### config.mk
export PLATFORM = sky130hd
export DESIGN_NAME = http2_frame_deframer
export DESIGN_NICKNAME = d
export VERILOG_FILES = /design/src/hdl/h2dfr_pkg.sv /design/src/hdl/http2_frame_deframer.sv
export SDC_FILE = /design/constraint.sdc
export NUM_CORES = 1
export LEC_CHECK = 0
export ABC_AREA = 1
export BUFFER_PORTS_ARGS = -buffer_cell sky130_fd_sc_hd__buf_2
export CORE_ASPECT_RATIO = 1.5
export CORE_MARGIN = 2
export CORE_UTILIZATION = 60
export DETAILED_ROUTE_END_ITERATION = 8
export GPL_TIMING_DRIVEN = 0
export PLACE_DENSITY_LB_ADDON = 0.1
export REMOVE_ABC_BUFFERS = 1
export SLEW_MARGIN = 20
export SYNTH_ARGS = -nofsm -noshare
export SYNTH_HDL_FRONTEND = slang
export SYNTH_SLANG_ARGS = --single-unit
### constraint.sdc
create_clock -name clk -period 7.1 [get_ports clk]
set_clock_uncertainty 0.1 [all_clocks]
set_input_delay 0.71 -clock clk [delete_from_list [all_inputs] [get_ports clk]]
set_output_delay 0.71 -clock clk [all_outputs]
set_load 0.01 [all_outputs]
### src/hdl/h2dfr_pkg.sv
// Shared constants for the HTTP/2 frame deframer: phase, result kind and
// error codes, frame type and flag values. No dependencies.
`timescale 1ns / 1ps
`default_nettype none

package h2dfr_pkg;

  // Header is 9 bytes; index of its last byte
  localparam int unsigned HDR_BYTES = 9;
  localparam logic [3:0] HDR_LAST_IDX = 4'(HDR_BYTES - 1);

  // Parser phases
  localparam logic [2:0] PH_HEADER = 3'd0;
  localparam logic [2:0] PH_PADLEN = 3'd1;
  localparam logic [2:0] PH_DATA   = 3'd2;
  localparam logic [2:0] PH_PAD    = 3'd3;
  localparam logic [2:0] PH_SKIP   = 3'd4;
  localparam logic [2:0] PH_DEAD   = 3'd5;

  // Result kinds
  localparam logic [1:0] KIND_HEADER = 2'd0;
  localparam logic [1:0] KIND_DATA   = 2'd1;
  localparam logic [1:0] KIND_END    = 2'd2;
  localparam logic [1:0] KIND_ERROR  = 2'd3;

  // Error codes
  localparam logic [2:0] ERR_TOO_LONG    = 3'd0;
  localparam logic [2:0] ERR_STREAM_ZERO = 3'd1;
  localparam logic [2:0] ERR_UNKNOWN     = 3'd2;
  localparam logic [2:0] ERR_BAD_FLAGS   = 3'd3;
  localparam logic [2:0] ERR_PAD_MISSING = 3'd4;
  localparam logic [2:0] ERR_PAD_LONG    = 3'd5;
  localparam logic [2:0] ERR_PAD_NONZERO = 3'd6;
  localparam logic [2:0] ERR_NONE        = 3'd0;

  // Frame types and flags
  localparam logic [7:0] TYPE_DATA       = 8'h00;
  localparam logic [7:0] TYPE_SETTINGS   = 8'h04;
  localparam logic [7:0] TYPE_LAST_KNOWN = 8'h09;
  localparam logic [7:0] FLAG_END_STREAM = 8'h01;
  localparam logic [7:0] FLAG_PADDED     = 8'h08;
  localparam logic [7:0] STREAM_TOP_MASK = 8'h7f;

  // Reset value of the maximum frame size register
  localparam logic [23:0] MAX_FRAME_RESET = 24'(1 << 14);

endpackage : h2dfr_pkg

`default_nettype wire

### src/hdl/http2_frame_deframer.sv
// HTTP/2 frame deframer: byte-serial frame header parser and DATA payload
// extractor. Depends on h2dfr_pkg.
//
// Usage:
//   Input channel in_valid / in_stall / in_byte carries the connection byte
//   stream, one byte per transfer. Result channel out_valid / out_stall
//   carries one result per producing byte: header ready, data byte, frame
//   end or error, with the current header fields alongside.
//   cfg_valid / cfg_ready / cfg_max_frame_size writes the maximum payload
//   length; cfg_ready is always high. Write it only while the block is idle.
// Timing:
//   A byte is parsed in the cycle of its transfer against the frame state;
//   its result, if any, appears in the output register on the next cycle.
//   One byte per cycle is sustained if out_stall is low. The state update
//   is one counter step and compare; only the output register limits it.
// Stall:
//   in_stall is raised only while a result waits and out_stall is high; a
//   result taken in the same cycle frees the register for the next byte.
// Reset:
//   rst_n (synchronous) clears the parser to header collection, empties the
//   output register and restores max frame size to 16384. After an error
//   is reported, every byte is taken and dropped until reset.
`timescale 1ns / 1ps
`default_nettype none

module http2_frame_deframer (
  input  wire logic        clk,
  input  wire logic        rst_n,
  // configuration write
  input  wire logic        cfg_valid,
  output logic             cfg_ready,
  input  wire logic [23:0] cfg_max_frame_size,
  // byte input
  input  wire logic        in_valid,
  output logic             in_stall,
  input  wire logic [7:0]  in_byte,
  // results
  output logic             out_valid,
  input  wire logic        out_stall,
  output logic [1:0]       out_kind,
  output logic [7:0]       out_data_byte,
  output logic [7:0]       out_frame_type,
  output logic [7:0]       out_frame_flags,
  output logic [23:0]      out_frame_length,
  output logic [30:0]      out_stream_id,
  output logic [2:0]       out_error_code,
  output logic             out_frame_end
);
  import h2dfr_pkg::*;

  // Parser state
  logic [2:0]  phase_r, phase_nxt;
  logic [3:0]  hdr_idx_r, hdr_idx_nxt;
  logic [23:0] len_r, len_nxt;
  logic [7:0]  type_r, type_nxt;
  logic [7:0]  flags_r, flags_nxt;
  logic [30:0] stream_r, stream_nxt;
  logic [23:0] bytes_left_r, bytes_left_nxt;
  logic [7:0]  pad_left_r, pad_left_nxt;
  logic [23:0] max_size_r;

  // Output register
  logic        out_valid_r, out_valid_nxt;
  logic [1:0]  kind_r;
  logic [7:0]  dbyte_r;
  logic [7:0]  otype_r;
  logic [7:0]  oflags_r;
  logic [23:0] olen_r;
  logic [30:0] ostream_r;
  logic [2:0]  err_r;
  logic        fend_r;

  // Per-byte result
  logic        emit;
  logic [1:0]  kind_nxt;
  logic [7:0]  dbyte_nxt;
  logic [2:0]  err_nxt;
  logic        fend_nxt;

  logic        accept;
  logic        load_out;
  logic [23:0] bl_dec;
  logic [23:0] bl_after_pad;
  logic [7:0]  pad_dec;

  assign cfg_ready = 1'b1;
  assign in_stall  = out_valid_r && out_stall;
  assign accept    = in_valid && !in_stall;
  assign load_out  = accept && emit;

  assign bl_dec       = bytes_left_r - 24'd1;
  assign pad_dec      = pad_left_r - 8'd1;
  assign bl_after_pad = len_r - 24'd1 - {16'd0, in_byte};

  // Parse one byte against the frame state
  always_comb begin
    phase_nxt      = phase_r;
    hdr_idx_nxt    = hdr_idx_r;
    len_nxt        = len_r;
    type_nxt       = type_r;
    flags_nxt      = flags_r;
    stream_nxt     = stream_r;
    bytes_left_nxt = bytes_left_r;
    pad_left_nxt   = pad_left_r;
    emit           = 1'b0;
    kind_nxt       = KIND_HEADER;
    dbyte_nxt      = 8'd0;
    err_nxt        = ERR_NONE;
    fend_nxt       = 1'b0;

    case (phase_r)
      PH_HEADER: begin
        // gather the header field this byte belongs to
        case (hdr_idx_r)
          4'd0: len_nxt = {in_byte, 16'd0};
          4'd1: len_nxt = {len_r[23:16], in_byte, len_r[7:0]};
          4'd2: len_nxt = {len_r[23:8], in_byte};
          4'd3: type_nxt = in_byte;
          4'd4: flags_nxt = in_byte;
          4'd5: stream_nxt = {in_byte[6:0], 24'd0};
          4'd6: stream_nxt = {stream_r[30:24], in_byte, stream_r[15:0]};
          4'd7: stream_nxt = {stream_r[30:16], in_byte, stream_r[7:0]};
          default: stream_nxt = {stream_r[30:8], in_byte};
        endcase

        if (hdr_idx_r >= HDR_LAST_IDX) begin
          // header complete: validate it
          hdr_idx_nxt = 4'd0;
          emit        = 1'b1;
          if (len_nxt > max_size_r) begin
            phase_nxt = PH_DEAD; kind_nxt = KIND_ERROR;
            err_nxt = ERR_TOO_LONG; fend_nxt = 1'b1;
          end else if (stream_nxt == 31'd0 && type_nxt != TYPE_SETTINGS) begin
            phase_nxt = PH_DEAD; kind_nxt = KIND_ERROR;
            err_nxt = ERR_STREAM_ZERO; fend_nxt = 1'b1;
          end else if (type_nxt > TYPE_LAST_KNOWN) begin
            phase_nxt = PH_DEAD; kind_nxt = KIND_ERROR;
            err_nxt = ERR_UNKNOWN; fend_nxt = 1'b1;
          end else begin
            pad_left_nxt = 8'd0;
            if (type_nxt == TYPE_DATA) begin
              if ((flags_nxt & ~(FLAG_END_STREAM | FLAG_PADDED)) != 8'd0) begin
                phase_nxt = PH_DEAD; kind_nxt = KIND_ERROR;
                err_nxt = ERR_BAD_FLAGS; fend_nxt = 1'b1;
              end else if ((flags_nxt & FLAG_PADDED) != 8'd0) begin
                if (len_nxt == 24'd0) begin
                  phase_nxt = PH_DEAD; kind_nxt = KIND_ERROR;
                  err_nxt = ERR_PAD_MISSING; fend_nxt = 1'b1;
                end else begin
                  phase_nxt = PH_PADLEN;
                end
              end else begin
                bytes_left_nxt = len_nxt;
                phase_nxt      = (len_nxt == 24'd0) ? PH_HEADER : PH_DATA;
                fend_nxt       = (len_nxt == 24'd0);
              end
            end else begin
              bytes_left_nxt = len_nxt;
              phase_nxt      = (len_nxt == 24'd0) ? PH_HEADER : PH_SKIP;
              fend_nxt       = (len_nxt == 24'd0);
            end
          end
        end else begin
          hdr_idx_nxt = hdr_idx_r + 4'd1;
        end
      end

      PH_PADLEN: begin
        // pad length must leave room inside the payload
        if ({16'd0, in_byte} >= len_r) begin
          phase_nxt = PH_DEAD; emit = 1'b1; kind_nxt = KIND_ERROR;
          err_nxt = ERR_PAD_LONG; fend_nxt = 1'b1;
        end else begin
          pad_left_nxt   = in_byte;
          bytes_left_nxt = bl_after_pad;
          if (bl_after_pad != 24'd0) begin
            phase_nxt = PH_DATA;
          end else if (in_byte != 8'd0) begin
            phase_nxt = PH_PAD;
          end else begin
            phase_nxt = PH_HEADER; emit = 1'b1;
            kind_nxt = KIND_END; fend_nxt = 1'b1;
          end
        end
      end

      PH_DATA: begin
        // pass the payload byte through
        bytes_left_nxt = bl_dec;
        emit           = 1'b1;
        kind_nxt       = KIND_DATA;
        dbyte_nxt      = in_byte;
        if (bl_dec == 24'd0) begin
          if (pad_left_r == 8'd0) begin
            phase_nxt = PH_HEADER;
            fend_nxt  = 1'b1;
          end else begin
            phase_nxt = PH_PAD;
          end
        end
      end

      PH_PAD: begin
        // padding must be zero
        if (in_byte != 8'd0) begin
          phase_nxt = PH_DEAD; emit = 1'b1; kind_nxt = KIND_ERROR;
          err_nxt = ERR_PAD_NONZERO; fend_nxt = 1'b1;
        end else begin
          pad_left_nxt = pad_dec;
          if (pad_dec == 8'd0) begin
            phase_nxt = PH_HEADER; emit = 1'b1;
            kind_nxt = KIND_END; fend_nxt = 1'b1;
          end
        end
      end

      PH_SKIP: begin
        // drop the payload of a non-DATA frame
        bytes_left_nxt = bl_dec;
        if (bl_dec == 24'd0) begin
          phase_nxt = PH_HEADER; emit = 1'b1;
          kind_nxt = KIND_END; fend_nxt = 1'b1;
        end
      end

      default: begin
        // dead after an error: drop everything
        phase_nxt = phase_r;
      end
    endcase
  end

  // Hold a result until it is taken; load a new one on a producing byte
  assign out_valid_nxt = load_out || (out_valid_r && out_stall);

  // Control state and configuration
  always_ff @(posedge clk) begin
    if (!rst_n) begin
      phase_r      <= PH_HEADER;
      hdr_idx_r    <= 4'd0;
      len_r        <= 24'd0;
      type_r       <= 8'd0;
      flags_r      <= 8'd0;
      stream_r     <= 31'd0;
      bytes_left_r <= 24'd0;
      pad_left_r   <= 8'd0;
      max_size_r   <= MAX_FRAME_RESET;
      out_valid_r  <= 1'b0;
    end else begin
      out_valid_r <= out_valid_nxt;
      if (cfg_valid && cfg_ready) begin
        max_size_r <= cfg_max_frame_size;
      end
      if (accept) begin
        phase_r      <= phase_nxt;
        hdr_idx_r    <= hdr_idx_nxt;
        len_r        <= len_nxt;
        type_r       <= type_nxt;
        flags_r      <= flags_nxt;
        stream_r     <= stream_nxt;
        bytes_left_r <= bytes_left_nxt;
        pad_left_r   <= pad_left_nxt;
      end
    end
  end

  // Result payload
  always_ff @(posedge clk) begin
    if (load_out) begin
      kind_r    <= kind_nxt;
      dbyte_r   <= dbyte_nxt;
      otype_r   <= type_nxt;
      oflags_r  <= flags_nxt;
      olen_r    <= len_nxt;
      ostream_r <= stream_nxt;
      err_r     <= err_nxt;
      fend_r    <= fend_nxt;
    end
  end

  assign out_valid        = out_valid_r;
  assign out_kind         = kind_r;
  assign out_data_byte    = dbyte_r;
  assign out_frame_type   = otype_r;
  assign out_frame_flags  = oflags_r;
  assign out_frame_length = olen_r;
  assign out_stream_id    = ostream_r;
  assign out_error_code   = err_r;
  assign out_frame_end    = fend_r;

`ifndef SYNTH
  // once dead, the parser never leaves that phase
  a_dead_sticks: assert property (@(posedge clk) disable iff (!rst_n)
    phase_r == PH_DEAD |=> phase_r == PH_DEAD)
    else $error("parser left the dead phase");

  // an error result sends the parser dead
  a_error_kills: assert property (@(posedge clk) disable iff (!rst_n)
    load_out && kind_nxt == KIND_ERROR |=> phase_r == PH_DEAD)
    else $error("error reported but parser still running");

  // header index only moves during header collection
  a_idx_header: assert property (@(posedge clk) disable iff (!rst_n)
    hdr_idx_r != 4'd0 |-> phase_r == PH_HEADER)
    else $error("header index set outside header phase");

  // padding phase always has bytes to consume
  a_pad_nonzero: assert property (@(posedge clk) disable iff (!rst_n)
    phase_r == PH_PAD |-> pad_left_r != 8'd0)
    else $error("padding phase with no padding left");

  // an error result closes its frame
  a_error_end: assert property (@(posedge clk) disable iff (!rst_n)
    out_valid_r && kind_r == KIND_ERROR |-> fend_r)
    else $error("error result without frame end");
`endif

endmodule : http2_frame_deframer

`default_nettype wire
**Yosys cells after proc, flatten, opt, wreduce, memory -nomap -nowiden**

Index checks and enable logic that the tools add are counted.

- Register bits after elaboration: 220
- Bits of input ports: 37
- Output and inout port bits: 88
- Word-level logic and storage cells: 169

- Add/subtract/negate cells: 5
- Order comparisons: 4
- Equal/unequal tests: 23
- Mux-type cells: 93
- Reduce and logical (&&, ||, !) cells: 26

Operators by type and width:

| cell | number |
|---|---|
| $mux W24 | 10 |
| $pmux W24 S3 | 2 |
| $pmux W31 S4 | 1 |
| $mux W8 | 12 |
| $mux W3 | 24 |
| $mux W31 | 2 |
| $logic_not A24 Y1 | 2 |
| $sub A24 B1 Y24 const B | 2 |
| $mux W2 | 18 |
| $logic_not A31 Y1 | 1 |
| $ge A8 B24 Y1 | 1 |
| $gt A24 B24 Y1 | 1 |
| $logic_not A8 Y1 | 3 |
| $pmux W8 S3 | 1 |
| $reduce_bool A24 Y1 | 1 |
| $sub A24 B8 Y24 | 1 |
| $mux W1 | 17 |
| $eq A4 B3 Y1 const B | 4 |
| $ne A2 B2 Y1 const B | 8 |
| $reduce_bool A8 Y1 | 2 |
| $pmux W3 S5 | 1 |
| $pmux W1 S5 | 2 |
| $pmux W2 S5 | 1 |
| $ne A3 B3 Y1 const B | 3 |
| other kinds (25) | 31 |

**Longest topological paths before layout**

Gate-level depths: netlist of the first run.

- Depth in word-level cells: 13
- Depth in mapped cells: 24
- Gate-level depth less buffers: 23

**Least setup slack after synthesis of the first run**

No wires, ideal clock.

- Kind: input -> register
- From: input port in_byte[0]
- To: register dbyte_r[0] (netlist: out_data_byte[0]) (enable)
- Library setup time: 0.439 ns
- Arrival: 4.244 ns
- Required time: 6.561 ns
- Setup slack: 2.317 ns
- Stages on the path: 21
- Path buffers: 0
- Path through: clkinv_1 > ha_1 > inv_1 > fa_1 > inv_1 > nand3_1 > nand3_1 > nand2_1 > nand3_1 > nand2_1 > inv_1 > nand2_1 > nor2_1 > nand2_1 > nor2_1 > nand3_1 > nand2_1 > nand2_1 > nand3_1 > nand2_1 > inv_1

- Cells in the longest elaborated chain, start to end: 6
- Elaborated cells between the ends (all ways): 10
- Classes of those cells: add/sub (1); order compare (1); mux (5); reduce/logical (3)

RTL lines:

| element | RTL line | text |
|---|---|---|
| start, declared | http2_frame_deframer.sv:36 | `input wire logic [7:0] in_byte,` |
| $sub A24 B8 Y24 or $reduce_bool A8 Y1 (tied branches) | http2_frame_deframer.sv:93, http2_frame_deframer.sv:178, http2_frame_deframer.sv:205 |  |
| $reduce_bool A24 Y1 or $mux W1 (tied branches) | http2_frame_deframer.sv:176, http2_frame_deframer.sv:178 |  |
| $mux W1 | http2_frame_deframer.sv:176 | `if (bl_after_pad != 24'd0) begin` |
| $mux W1 | http2_frame_deframer.sv:170 | `if ({16'd0, in_byte} >= len_r) begin` |
| $pmux W1 S5 * | http2_frame_deframer.sv:111 | `case (phase_r)` |
| $logic_and A1 B1 Y1 * | http2_frame_deframer.sv:89 | `assign load_out = accept && emit;` |
| via load_out | http2_frame_deframer.sv:81 | `logic load_out;` |
| end signal, assigned | http2_frame_deframer.sv:271 | `dbyte_r <= dbyte_nxt;` |
| end, declared | http2_frame_deframer.sv:65 | `logic [7:0] dbyte_r;` |

Mark *: on every way through the listed nets, which the timed path passes. The rest lies on a longest branch.
A chain may end at the register's enable or synchronous reset.

**Worst setup path in the final report of the first run**

- From: register hdr_idx_r[3]
- To: register bytes_left_r[11]

- Cells in the longest elaborated chain, start to end: 11
- Elaborated cells between the ends (all ways): 40
- Classes of those cells: order compare (3); eq/ne (14); mux (16); reduce/logical (7)

RTL lines:

| element | RTL line | text |
|---|---|---|
| start, declared | http2_frame_deframer.sv:53 | `logic [3:0] hdr_idx_r, hdr_idx_nxt;` |
| start signal, assigned | http2_frame_deframer.sv:256 | `hdr_idx_r <= hdr_idx_nxt;` |
| parallel branches: the longest is 11 deep, another holds $gt A24 B24 Y1 | - |  |
| end signal, assigned | http2_frame_deframer.sv:261 | `bytes_left_r <= bytes_left_nxt;` |
| end, declared | http2_frame_deframer.sv:58 | `logic [23:0] bytes_left_r, bytes_left_nxt;` |

Parallel ways; which one is timed is not known. The select of a mux whose other input is x is not followed.

==> flow_summary.toml, run 1 <==
[status]
run_status = "finished, final reports clean"

[drt]
finalWirelength_mm = 41.5
route.detailed.drc = 0
detail_route.vias_per_cell = 5.80
first_pass_iters = 6
final_antenna_net_count = 0
dr.first_iter.drc_count = 1067
post_drt_wl_per_cell_um = 18.1
dr_total_vias = 13300

[pwr]
netSwitchingPower_mw = 3.48
comb_power_share_pct = 56.8
p_seq_share_pct = 26.1
vdd.ir_drop.worst_v = 0.000372
p_per_area_mw_per_mm2 = 469
fin_total_pwr_mw = 6.99
clock_power_share_pct = 17.2
p_leak_nw = 7.07
netSwitchingFraction_pct = 49.9
intPower_mw = 3.50

[die]
die_area_mm2 = 0.0235
core_area_mm2 = 0.0218
core.rowCount = 66
effective_utilization_at_floorplan_pct = 61.2
ioPinCount = 125
chipHeight_um = 187
width_of_the_die_um = 126

[setup_path]
critPathKind = "flop to flop"
startpoint_type = "flop"
reg2reg_to = "bytes_left_r[11]"
timing.critical_path.slowest_cell_delay_ps = 640
reg2reg_from = "hdr_idx_r[3]"
crit_path_cell_trace = "inv_2 -> nand2_1 -> nor2_1 -> nor2_4 -> nand2_1 -> nand2_1 -> o21ai_1 -> ha_1 -> nand2_1 -> nor2_1 -> nand4_1 -> nor4_1 -> nand2_1 -> o211ai_1 -> nand2_1 -> inv_1 -> nand2_1 -> nand3_4 -> nand2_1 -> nand2_1 -> nor2_1"
critPathLaunch = "hdr_idx_r[3]"
crit_top_cell = "sky130_fd_sc_hd__nand2_1"
r2r_slack_ps = 1610
cp_slowest_cell = "sky130_fd_sc_hd__nand2_1"
critPathCapture = "bytes_left_r[11]"
worstPathArrival_ps = 5800
worst-r2r-cell-count = 21
required_ps = 7410
timing.critical_path.to_type = "flop"
worstPathMaxFanout = 32

[synth]
synth_simple_gate_area_share_pct = 26.1
muxShareOfSynthArea_pct = 0
ys_warn_count = 0
synth_cell_type_count = 49
post_synth.cell_area_avg_um2 = 6.96
main_combinational_cell_family_by_area_after_synthesis = "simple AND/OR/NAND/NOR gates"
synth-edff-count = 85
primary_flip_flop_cell_chosen_by_synthesis_mapping = "sky130_fd_sc_hd__dfxtp_1"
synth-adder-area-share_pct = 4.74
ys_async_sr_fraction_pct = 0
synth_cells = 1919
yosysSeqAreaShare_pct = 39.4
synth_area_mm2 = 0.0134
synth_compound_gate_area_share_pct = 17.6
synth-xor-area-share_pct = 1.77
synth-seq-cells = 220

[sta]
rsz0062_at_grt = "false"
fin_ws_ps = 1610
achievable-frequency_mhz = 182
final_max_slew_viol_count = 0
worst_slew_margin_relative_to_its_limit_pct = 9.39
finalHoldViolations = 0
post-route-period-util_pct = 77.3
min_period_ps = 5490
setup_violations = 0
worst_slew_pin_slew_ps = 1340

[placed_design]
post-place-ws_ps = 1670
hpwl_after_detailed_placement_mm = 30.0
globalplace.congestion = 1.04
placed_area_mm2 = 0.0141
numPortBuffers = 123

[global_route]
remaining_overflow_grt = 0
grt_antenna_before_repair = 0
pin_count_of_the_biggest_net_entering_global_routing = 117
global_route.usage.total_pct = 34.3
number_of_global_route_vias_before_repair = 12800
grt_pass1_wl_mm = 64.7

[flow_run]
drv_cap = 0

[clock_network]
tritoncts_clock_tree = "done"
cts-root-buf = "sky130_fd_sc_hd__clkbuf_16"
number_of_hold_buffers_added_after_cts = 0
cts-resized-gates = 0
clock_tree.buffer_depth = 3
clock_edge_transition_at_the_registers_on_the_reported_setup_and_hold_paths_ps = 60
clock_sinks = 220
htree_num_levels = 1
post-cts-setup-buffer-count = 0
numCtsBuffers = 23
clk-insertion-delay-late_ps = 530

[cells_and_area]
syn_to_final_growth_pct = 11.5
final_layout_size_suffix_gt1_share_pct = 9.87
count_of_inserted_antenna_diode_cells = 0
final_net_count = 2087
final_cell_area_mm2 = 0.0149

[hold_path]
hold_path_class = "primary input to flop"
## Yosys cell counts (6+ instances only)
master | instances | share of area, %
sky130_fd_sc_hd__nor2_4 | 7 | 0.59
sky130_fd_sc_hd__o211ai_1 | 6 | 0.34
sky130_fd_sc_hd__o221ai_1 | 7 | 0.46
sky130_fd_sc_hd__dfxtp_1 | 135 | 20
sky130_fd_sc_hd__o21ai_1 | 10 | 0.37
sky130_fd_sc_hd__inv_1 | 270 | 7.6
sky130_fd_sc_hd__clkinv_1 | 8 | 0.22
sky130_fd_sc_hd__a21oi_1 | 173 | 6.5
sky130_fd_sc_hd__nand2_1 | 454 | 13
sky130_fd_sc_hd__edfxtp_1 | 85 | 19
sky130_fd_sc_hd__clkbuf_1 | 54 | 1.5
sky130_fd_sc_hd__xor2_1 | 21 | 1.4
sky130_fd_sc_hd__nand4_1 | 41 | 1.9
sky130_fd_sc_hd__o22ai_1 | 36 | 1.7
sky130_fd_sc_hd__buf_1 | 8 | 0.22
sky130_fd_sc_hd__o21ai_0 | 197 | 7.4
sky130_fd_sc_hd__ha_1 | 49 | 4.6
sky130_fd_sc_hd__nor2_1 | 202 | 5.7
sky130_fd_sc_hd__xnor2_1 | 6 | 0.39
sky130_fd_sc_hd__inv_2 | 6 | 0.17
sky130_fd_sc_hd__nand3_1 | 76 | 2.8
sky130_fd_sc_hd__nor3_1 | 15 | 0.56
## worst min-delay path by stage
stage	start	to	slack, ps	depth (start not counted)
after global placement	max_size_r[5]	max_size_r[5]	350	2
after detailed placement	max_size_r[11]	max_size_r[11]	360	2
after floorplan	max_size_r[23]	max_size_r[23]	330	2
after CTS	cfg_max_frame_size[0]	max_size_r[0]	310	3
final	cfg_max_frame_size[0]	max_size_r[0]	320	3
after global routing	cfg_max_frame_size[0]	max_size_r[0]	330	3
## area by class of cell
type / instances / area [um2]
Timing Repair Buffer: 129 / 752
Multi-Input combinational cell: 1342 / 6720
Clock inverter: 8 / 71.3
Sequential cell: 220 / 5260
Inverter: 284 / 1080
Clock buffer: 34 / 667
Fill cell: 1983 / 6920
Tap cell: 272 / 340
## per-layer routing
layer,track usage [%],vias to the layer above,routed length (um)
met4,23.2,0,3340
met1,37.0,6035,14900
met3,4.93,186,2640
met5,0,-,0
met2,61.4,582,20600
li1,-,6466,-
## sequential cells by signal, summed over array words and instances (netlist names), 4 cells and up
register,flops
type_r,8
len_r,24
out_frame_flags,8
hdr_idx_r,4
out_stream_id,31
bytes_left_r,24
out_data_byte,8
pad_left_r,8
out_frame_type,8
stream_r,31
out_frame_length,24
flags_r,8
max_size_r,24
## power by group through the flow
stage | sequential (mW) | combinational [mW] | clock (mW)
after floorplan | 1.82 | 2.71 | 0
after detailed placement | 1.84 | 3.86 | 0
final | 1.82 | 3.96 | 1.20
after global placement | 1.84 | 3.68 | 0
after global routing | 1.84 | 4.42 | 1.25
after CTS | 1.81 | 3.88 | 1.20
## worst max-delay path: cells and delay by family, from the launching register on
kind | cells | cell delay (ps)
adders and majority gates | 1 | 250
and+or+nand+nor | 16 | 3600
DFF | 1 | 410
buffers and inverters | 2 | 390
AOI/OAI and AO/OA | 2 | 610
## stage by stage
stage          instances  setup TNS (ps)  utilization [%]  hold WS (ps)
2_1_floorplan       1846               0                -           335
3_3_place_gp        2241         -293340             64.2           352
3_5_place_dp        2247               0             64.9           357
4_1_cts             2289               0             68.3           312
5_1_grt             2289               0             68.3           335
6_report            2289               0             68.3           318
## placed cells by master (no fill, tap or decap), types with 3 or more instances in the layout
cell	instances
sky130_fd_sc_hd__inv_2	6
sky130_fd_sc_hd__buf_16	3
sky130_fd_sc_hd__ha_1	49
sky130_fd_sc_hd__xor2_1	21
sky130_fd_sc_hd__dfxtp_1	135
sky130_fd_sc_hd__edfxtp_1	85
sky130_fd_sc_hd__o211ai_1	6
sky130_fd_sc_hd__nor2_2	5
sky130_fd_sc_hd__clkbuf_16	23
sky130_fd_sc_hd__nor3_1	15
sky130_fd_sc_hd__nand2_1	454
sky130_fd_sc_hd__a21oi_1	173
sky130_fd_sc_hd__nor4_1	4
sky130_fd_sc_hd__o21ai_0	192
sky130_fd_sc_hd__o221ai_1	7
sky130_fd_sc_hd__nand3_1	76
sky130_fd_sc_hd__nand3_4	3
sky130_fd_sc_hd__clkbuf_1	6
sky130_fd_sc_hd__a221oi_1	4
sky130_fd_sc_hd__nand4_1	41
sky130_fd_sc_hd__nor2_1	199
sky130_fd_sc_hd__xnor2_1	6
sky130_fd_sc_hd__clkinv_1	10
sky130_fd_sc_hd__buf_2	122
sky130_fd_sc_hd__o21ai_1	15
sky130_fd_sc_hd__clkbuf_8	5
sky130_fd_sc_hd__o22ai_1	36
sky130_fd_sc_hd__nor2_4	8
sky130_fd_sc_hd__nand2_2	4
sky130_fd_sc_hd__inv_1	268
## kinds of logic after synthesis
logic type	after synthesis
compound gates	443
other cells	1
fa+ha+maj	50
flops	220
buf+inv	357
xor+xnor	27
simple gates	821
Note: power is estimated with default switching activity, not from simulation.
==> inputs of run 2 (changes only) <==
Clock period 7.1 ns to 5.2 ns, I/O delays scaled along.
==> flow_summary.toml, run 2 (same netlist as run 1, synthesis figures left out) <==
[drt]
dr_total_vias = 13300
post_drt_wl_per_cell_um = 18.2
final_antenna_net_count = 0
route.detailed.drc = 0
dr.first_iter.drc_count = 1134
finalWirelength_mm = 41.7
first_pass_iters = 8
detail_route.vias_per_cell = 5.81

[sta]
worst_slew_margin_relative_to_its_limit_pct = 17.3
min_period_ps = 4730
fin_hold_ws_ps = 129
worst_slew_pin_slew_ps = 1230
setup_violations = 0
final_max_slew_viol_count = 0
rsz0062_at_grt = "false"
achievable-frequency_mhz = 211
post-route-period-util_pct = 91.0
finalHoldViolations = 0

[setup_path]
worstPathArrival_ps = 5020
startpoint_type = "flop"
worstPathMaxFanout = 19
reg2reg_from = "hdr_idx_r[0]"
critPathKind = "flop to flop"
critPathLaunch = "hdr_idx_r[0]"
reg2reg_to = "pad_left_r[4]"
worst-r2r-cell-count = 22
r2r_slack_ps = 470
critPathCapture = "pad_left_r[4]"
required_ps = 5490
timing.critical_path.to_type = "flop"

[cells_and_area]
most_common_library_cell_in_the_layout_ignoring_fill_and_taps = "sky130_fd_sc_hd__nand2_1"
syn_to_final_growth_pct = 11.7
final_net_count = 2088
count_of_inserted_antenna_diode_cells = 0
layout.core_utilization_pct = 68.4
final_cell_mix = "sky130_fd_sc_hd__nand2_1, sky130_fd_sc_hd__inv_1, sky130_fd_sc_hd__nor2_1"
final_layout_size_suffix_gt1_share_pct = 10.0

[pwr]
p_leak_nw = 7.07
p_per_area_mw_per_mm2 = 641
vdd.ir_drop.worst_v = 0.000540

[clock_network]
clock_edge_transition_at_the_registers_on_the_reported_setup_and_hold_paths_ps = 70
clock_tree.buffer_depth = 3
clk-insertion-delay-late_ps = 530
number_of_hold_buffers_added_after_cts = 0
htree_num_levels = 1
numCtsBuffers = 23
tritoncts_clock_tree = "done"
cts-root-buf = "sky130_fd_sc_hd__clkbuf_16"
clock_sinks = 220
post-cts-setup-buffer-count = 0

[die]
chipHeight_um = 187
die_area_mm2 = 0.0235
effective_utilization_at_floorplan_pct = 61.2
ioPinCount = 125
core_area_mm2 = 0.0218
width_of_the_die_um = 126
core.rowCount = 66

[hold_path]
hold_path_class = "primary input to flop"

[placed_design]
numPortBuffers = 123
globalplace.congestion = 1.04
hpwl_after_detailed_placement_mm = 30.0

[global_route]
pin_count_of_the_biggest_net_entering_global_routing = 117
remaining_overflow_grt = 0
grt_pass1_wl_mm = 64.7
grt_antenna_before_repair = 0
global_route.usage.total_pct = 34.3
number_of_global_route_vias_before_repair = 12800

[flow_run]
drv_cap = 0

[status]
run_status = "finished, final reports clean"
run 2: cell types whose count changed in the layout (fill, tap and decap cells not counted):
cell / delta
sky130_fd_sc_hd__nand2_1: -1
sky130_fd_sc_hd__nand2_4: +1
sky130_fd_sc_hd__nand3_4: +1
sky130_fd_sc_hd__nor2_1: -1
sky130_fd_sc_hd__nor2_2: +1
sky130_fd_sc_hd__o21ai_0: -1
sky130_fd_sc_hd__o21ai_1: +1
run 2: worst max-delay path, stage by stage, from the launching register on:
cell                       delay (ps)
sky130_fd_sc_hd__dfxtp_1          410
sky130_fd_sc_hd__inv_1            100
sky130_fd_sc_hd__ha_1             250
sky130_fd_sc_hd__nand2_1          200
sky130_fd_sc_hd__inv_2            110
sky130_fd_sc_hd__nor2_4           170
sky130_fd_sc_hd__nand2_1          270
sky130_fd_sc_hd__nand2_1          130
sky130_fd_sc_hd__o21ai_0          440
sky130_fd_sc_hd__ha_1             490
sky130_fd_sc_hd__nand2_1           60
sky130_fd_sc_hd__nor2_1           140
sky130_fd_sc_hd__nand4_1          160
sky130_fd_sc_hd__nor4_1           270
sky130_fd_sc_hd__nand2_1          110
sky130_fd_sc_hd__o211ai_1         100
sky130_fd_sc_hd__nand2_1           70
sky130_fd_sc_hd__inv_1            230
sky130_fd_sc_hd__nand2_4          270
sky130_fd_sc_hd__nand3_4          230
sky130_fd_sc_hd__inv_2            110
sky130_fd_sc_hd__nand2_1           80
sky130_fd_sc_hd__a21oi_1           60
run 2: where the power goes:
group          switching [mW]  internal, mW  leakage [nW]
logic                    3.84          1.60          4.82
clock network           0.694         0.939         0.358
registers               0.242          2.25          1.90
run 2: metal layers:
metal,vias up,wire length (um),track usage (%)
met5,-,0,0
met4,0,3130,23.2
met3,168,2880,4.93
met2,619,20900,61.4
met1,6052,14800,37.0
li1,6470,-,-
run 2: area by class of cell:
class / count / area [um2]
inverters: 284 / 1080
flip-flops and latches: 220 / 5260
clock inverters: 8 / 71.3
clock buffers: 34 / 667
well taps: 272 / 340
repair buffers: 129 / 752
fillers: 1984 / 6890
multi-input cells: 1343 / 6750
run 2: how the worst min path moves through the flow:
| stage | slack [ps] | end | from | cells after the start |
|---|---|---|---|---|
| 2_1_floorplan | 330 | max_size_r[23] | max_size_r[23] | 2 |
| 3_3_place_gp | 350 | max_size_r[5] | max_size_r[5] | 2 |
| 3_5_place_dp | 360 | max_size_r[11] | max_size_r[11] | 2 |
| 4_1_cts | 120 | max_size_r[0] | cfg_max_frame_size[0] | 3 |
| 5_1_grt | 140 | max_size_r[0] | cfg_max_frame_size[0] | 3 |
| 6_report | 130 | max_size_r[0] | cfg_max_frame_size[0] | 3 |
run 2: metrics by stage:
step           setup WS (ps)  cells  TNS, ps  cell area (um2)  total power, mW
2_1_floorplan          -1500   1846  -156000            13000             6.18
3_3_place_gp           -4870   2241  -655640            14000             6.48
3_5_place_dp            -109   2247    -1530            14100             7.77
4_1_cts                  197   2289        0            14900             9.42
5_1_grt                  127   2290        0            14900             10.3
6_report                 470   2290        0            14900             9.57
run 2: what timing repair did:
item / CTS / global route
cloned: 0 / 1
hold endpoints to repair: 0 / 0
resized for setup: 1 / 4
setup endpoints to repair: 25 / 32
pin swaps: 0 / 1
==> inputs of run 3 (changes only) <==
Settings changed: CORE_UTILIZATION 60 to 55.
Clock period 5.2 ns to 4.2 ns, I/O delays scaled along.
==> flow_summary.toml, run 3 (same netlist as run 1, synthesis figures left out) <==
[sta]
achievable-frequency_mhz = 259
min_period_ps = 3860
setup_violations = 0
final_max_slew_viol_count = 0
fin_ws_ps = 338
post-route-period-util_pct = 92.0
finalHoldViolations = 0
rsz0062_at_grt = "false"
worst_slew_pin_slew_ps = 939
worst_slew_margin_relative_to_its_limit_pct = 37.0

[clock_network]
cts-root-buf = "sky130_fd_sc_hd__clkbuf_16"
clock_tree.buffer_depth = 3
numCtsBuffers = 23
clock_sinks = 220
tritoncts_clock_tree = "done"
htree_num_levels = 1
clock_edge_transition_at_the_registers_on_the_reported_setup_and_hold_paths_ps = 70
clk-insertion-delay-late_ps = 520

[pwr]
p_leak_nw = 7.21
p_per_area_mw_per_mm2 = 800
fin_total_pwr_mw = 12.3
vdd.ir_drop.worst_v = 0.000915

[setup_path]
worstPathArrival_ps = 4180
reg2reg_from = "hdr_idx_r[0]"
critPathCapture = "bytes_left_r[18]"
worst-r2r-cell-count = 18
worstPathMaxFanout = 20
critPathKind = "flop to flop"
critPathLaunch = "hdr_idx_r[0]"
startpoint_type = "flop"
required_ps = 4520
reg2reg_to = "bytes_left_r[18]"
timing.critical_path.to_type = "flop"
r2r_slack_ps = 340

[drt]
post_drt_wl_per_cell_um = 18.1
finalWirelength_mm = 42.5
detail_route.vias_per_cell = 5.59
dr_total_vias = 13200
dr.first_iter.drc_count = 1077
first_pass_iters = 6
route.detailed.drc = 0
final_antenna_net_count = 0

[placed_design]
globalplace.congestion = 1.07
hpwl_after_detailed_placement_mm = 30.7
post-place-ws_ps = -1130
numPortBuffers = 123

[global_route]
grt_pass1_wl_mm = 66.1
pin_count_of_the_biggest_net_entering_global_routing = 117
grt_antenna_before_repair = 1
global_route.usage.total_pct = 32.7
number_of_global_route_vias_before_repair = 12500
remaining_overflow_grt = 0

[cells_and_area]
most_common_library_cell_in_the_layout_ignoring_fill_and_taps = "sky130_fd_sc_hd__nand2_1"
syn_to_final_growth_pct = 14.9
final_net_count = 2104
count_of_inserted_antenna_diode_cells = 0
fillerInstances = 2121
final_cell_mix = "sky130_fd_sc_hd__nand2_1, sky130_fd_sc_hd__inv_1, sky130_fd_sc_hd__nor2_1"
final_layout_size_suffix_gt1_share_pct = 12.3

[die]
ioPinCount = 125
die_area_mm2 = 0.0256
width_of_the_die_um = 131
chipHeight_um = 195
core.rowCount = 69
core_area_mm2 = 0.0237
effective_utilization_at_floorplan_pct = 56.2

[status]
run_status = "finished, final reports clean"

[hold_path]
hold_path_class = "primary input to flop"

[flow_run]
drv_cap = 0
## run 3: cell types whose count changed in the layout (fill, tap and decap cells not counted), sizes merged
cell,previous run,this run
nand3,80,81
clkinv,12,6
bufinv,1,7
buf,129,143
clkbuf,34,28
clkinvlp,1,7
## run 3: worst min path at each step
stage | startpoint | end | slack (ps) | cells past startpoint
final | cfg_max_frame_size[14] | max_size_r[14] | 20 | 3
after global routing | cfg_max_frame_size[0] | max_size_r[0] | 50 | 3
after CTS | cfg_max_frame_size[14] | max_size_r[14] | 10 | 3
after detailed placement | max_size_r[6] | max_size_r[6] | 360 | 2
after global placement | max_size_r[5] | max_size_r[5] | 350 | 2
after floorplan | max_size_r[23] | max_size_r[23] | 330 | 2
## run 3: worst max-delay path, stage by stage (launching register included)
cell and delay [ps]:
sky130_fd_sc_hd__dfxtp_1 410, sky130_fd_sc_hd__inv_1 110, sky130_fd_sc_hd__ha_1 270, sky130_fd_sc_hd__nand2_2 170, sky130_fd_sc_hd__inv_2 100, sky130_fd_sc_hd__nor2_4 160
sky130_fd_sc_hd__nand2_1 200, sky130_fd_sc_hd__o21ai_1 620, sky130_fd_sc_hd__ha_1 360, sky130_fd_sc_hd__nand3_1 90, sky130_fd_sc_hd__o21ai_0 100, sky130_fd_sc_hd__nand2_1 70
sky130_fd_sc_hd__o211ai_1 70, sky130_fd_sc_hd__nand2_1 120, sky130_fd_sc_hd__inv_4 80, sky130_fd_sc_hd__nand2_8 190, sky130_fd_sc_hd__nand3_4 250, sky130_fd_sc_hd__nor2_1 190
sky130_fd_sc_hd__nor2_1 60
## run 3: cell type report
type	instances	area, um2	area share (%)
Sequential cell	220	5260	34.3
Clock buffer	27	591	3.85
Timing Repair Buffer	144	882	5.75
Multi-Input combinational cell	1344	6850	44.7
Clock inverter	14	239	1.56
Tap cell	319	399	2.60
Inverter	284	1120	7.30
## run 3: repair_timing
action                                  4_1_cts  5_1_grt
buffers inserted                              0       14
pin swaps                                     1        0
gates resized for setup                      19       30
gates cloned                                  2        1
endpoints found under the setup margin       99      179
hold buffers                                  0        0
## run 3: through the flow
step / hold WS (ps) / instance area (um2) / instances / TNS (ps) / util, %
floorplan: 335 / 13000 / 1846 / -321290 / -
global placement: 353 / 14000 / 2288 / -903340 / 59.2
detailed placement: 358 / 14200 / 2294 / -76330 / 59.8
CTS: 9.63 / 15100 / 2337 / 0 / 63.6
global route: 48.3 / 15300 / 2352 / 0 / 64.6
finish: 18.1 / 15300 / 2352 / 0 / 64.6
## run 3: report_power, final
group | switching (mW) | total, mW | internal, mW
combinational | 4.86 | 6.93 | 2.07
clock | 0.872 | 2.26 | 1.39
sequential | 0.296 | 3.08 | 2.78
total | 6.03 | 12.3 | 6.23
## run 3: layer usage
| metal | wire length [um] | global-route usage [%] | up-vias |
|---|---|---|---|
| met5 | 0 | 0 | - |
| met4 | 3190 | 21.1 | 0 |
| met3 | 2570 | 3.96 | 166 |
| met2 | 21500 | 60.6 | 524 |
| met1 | 15300 | 34.8 | 5973 |
| li1 | - | - | 6492 |
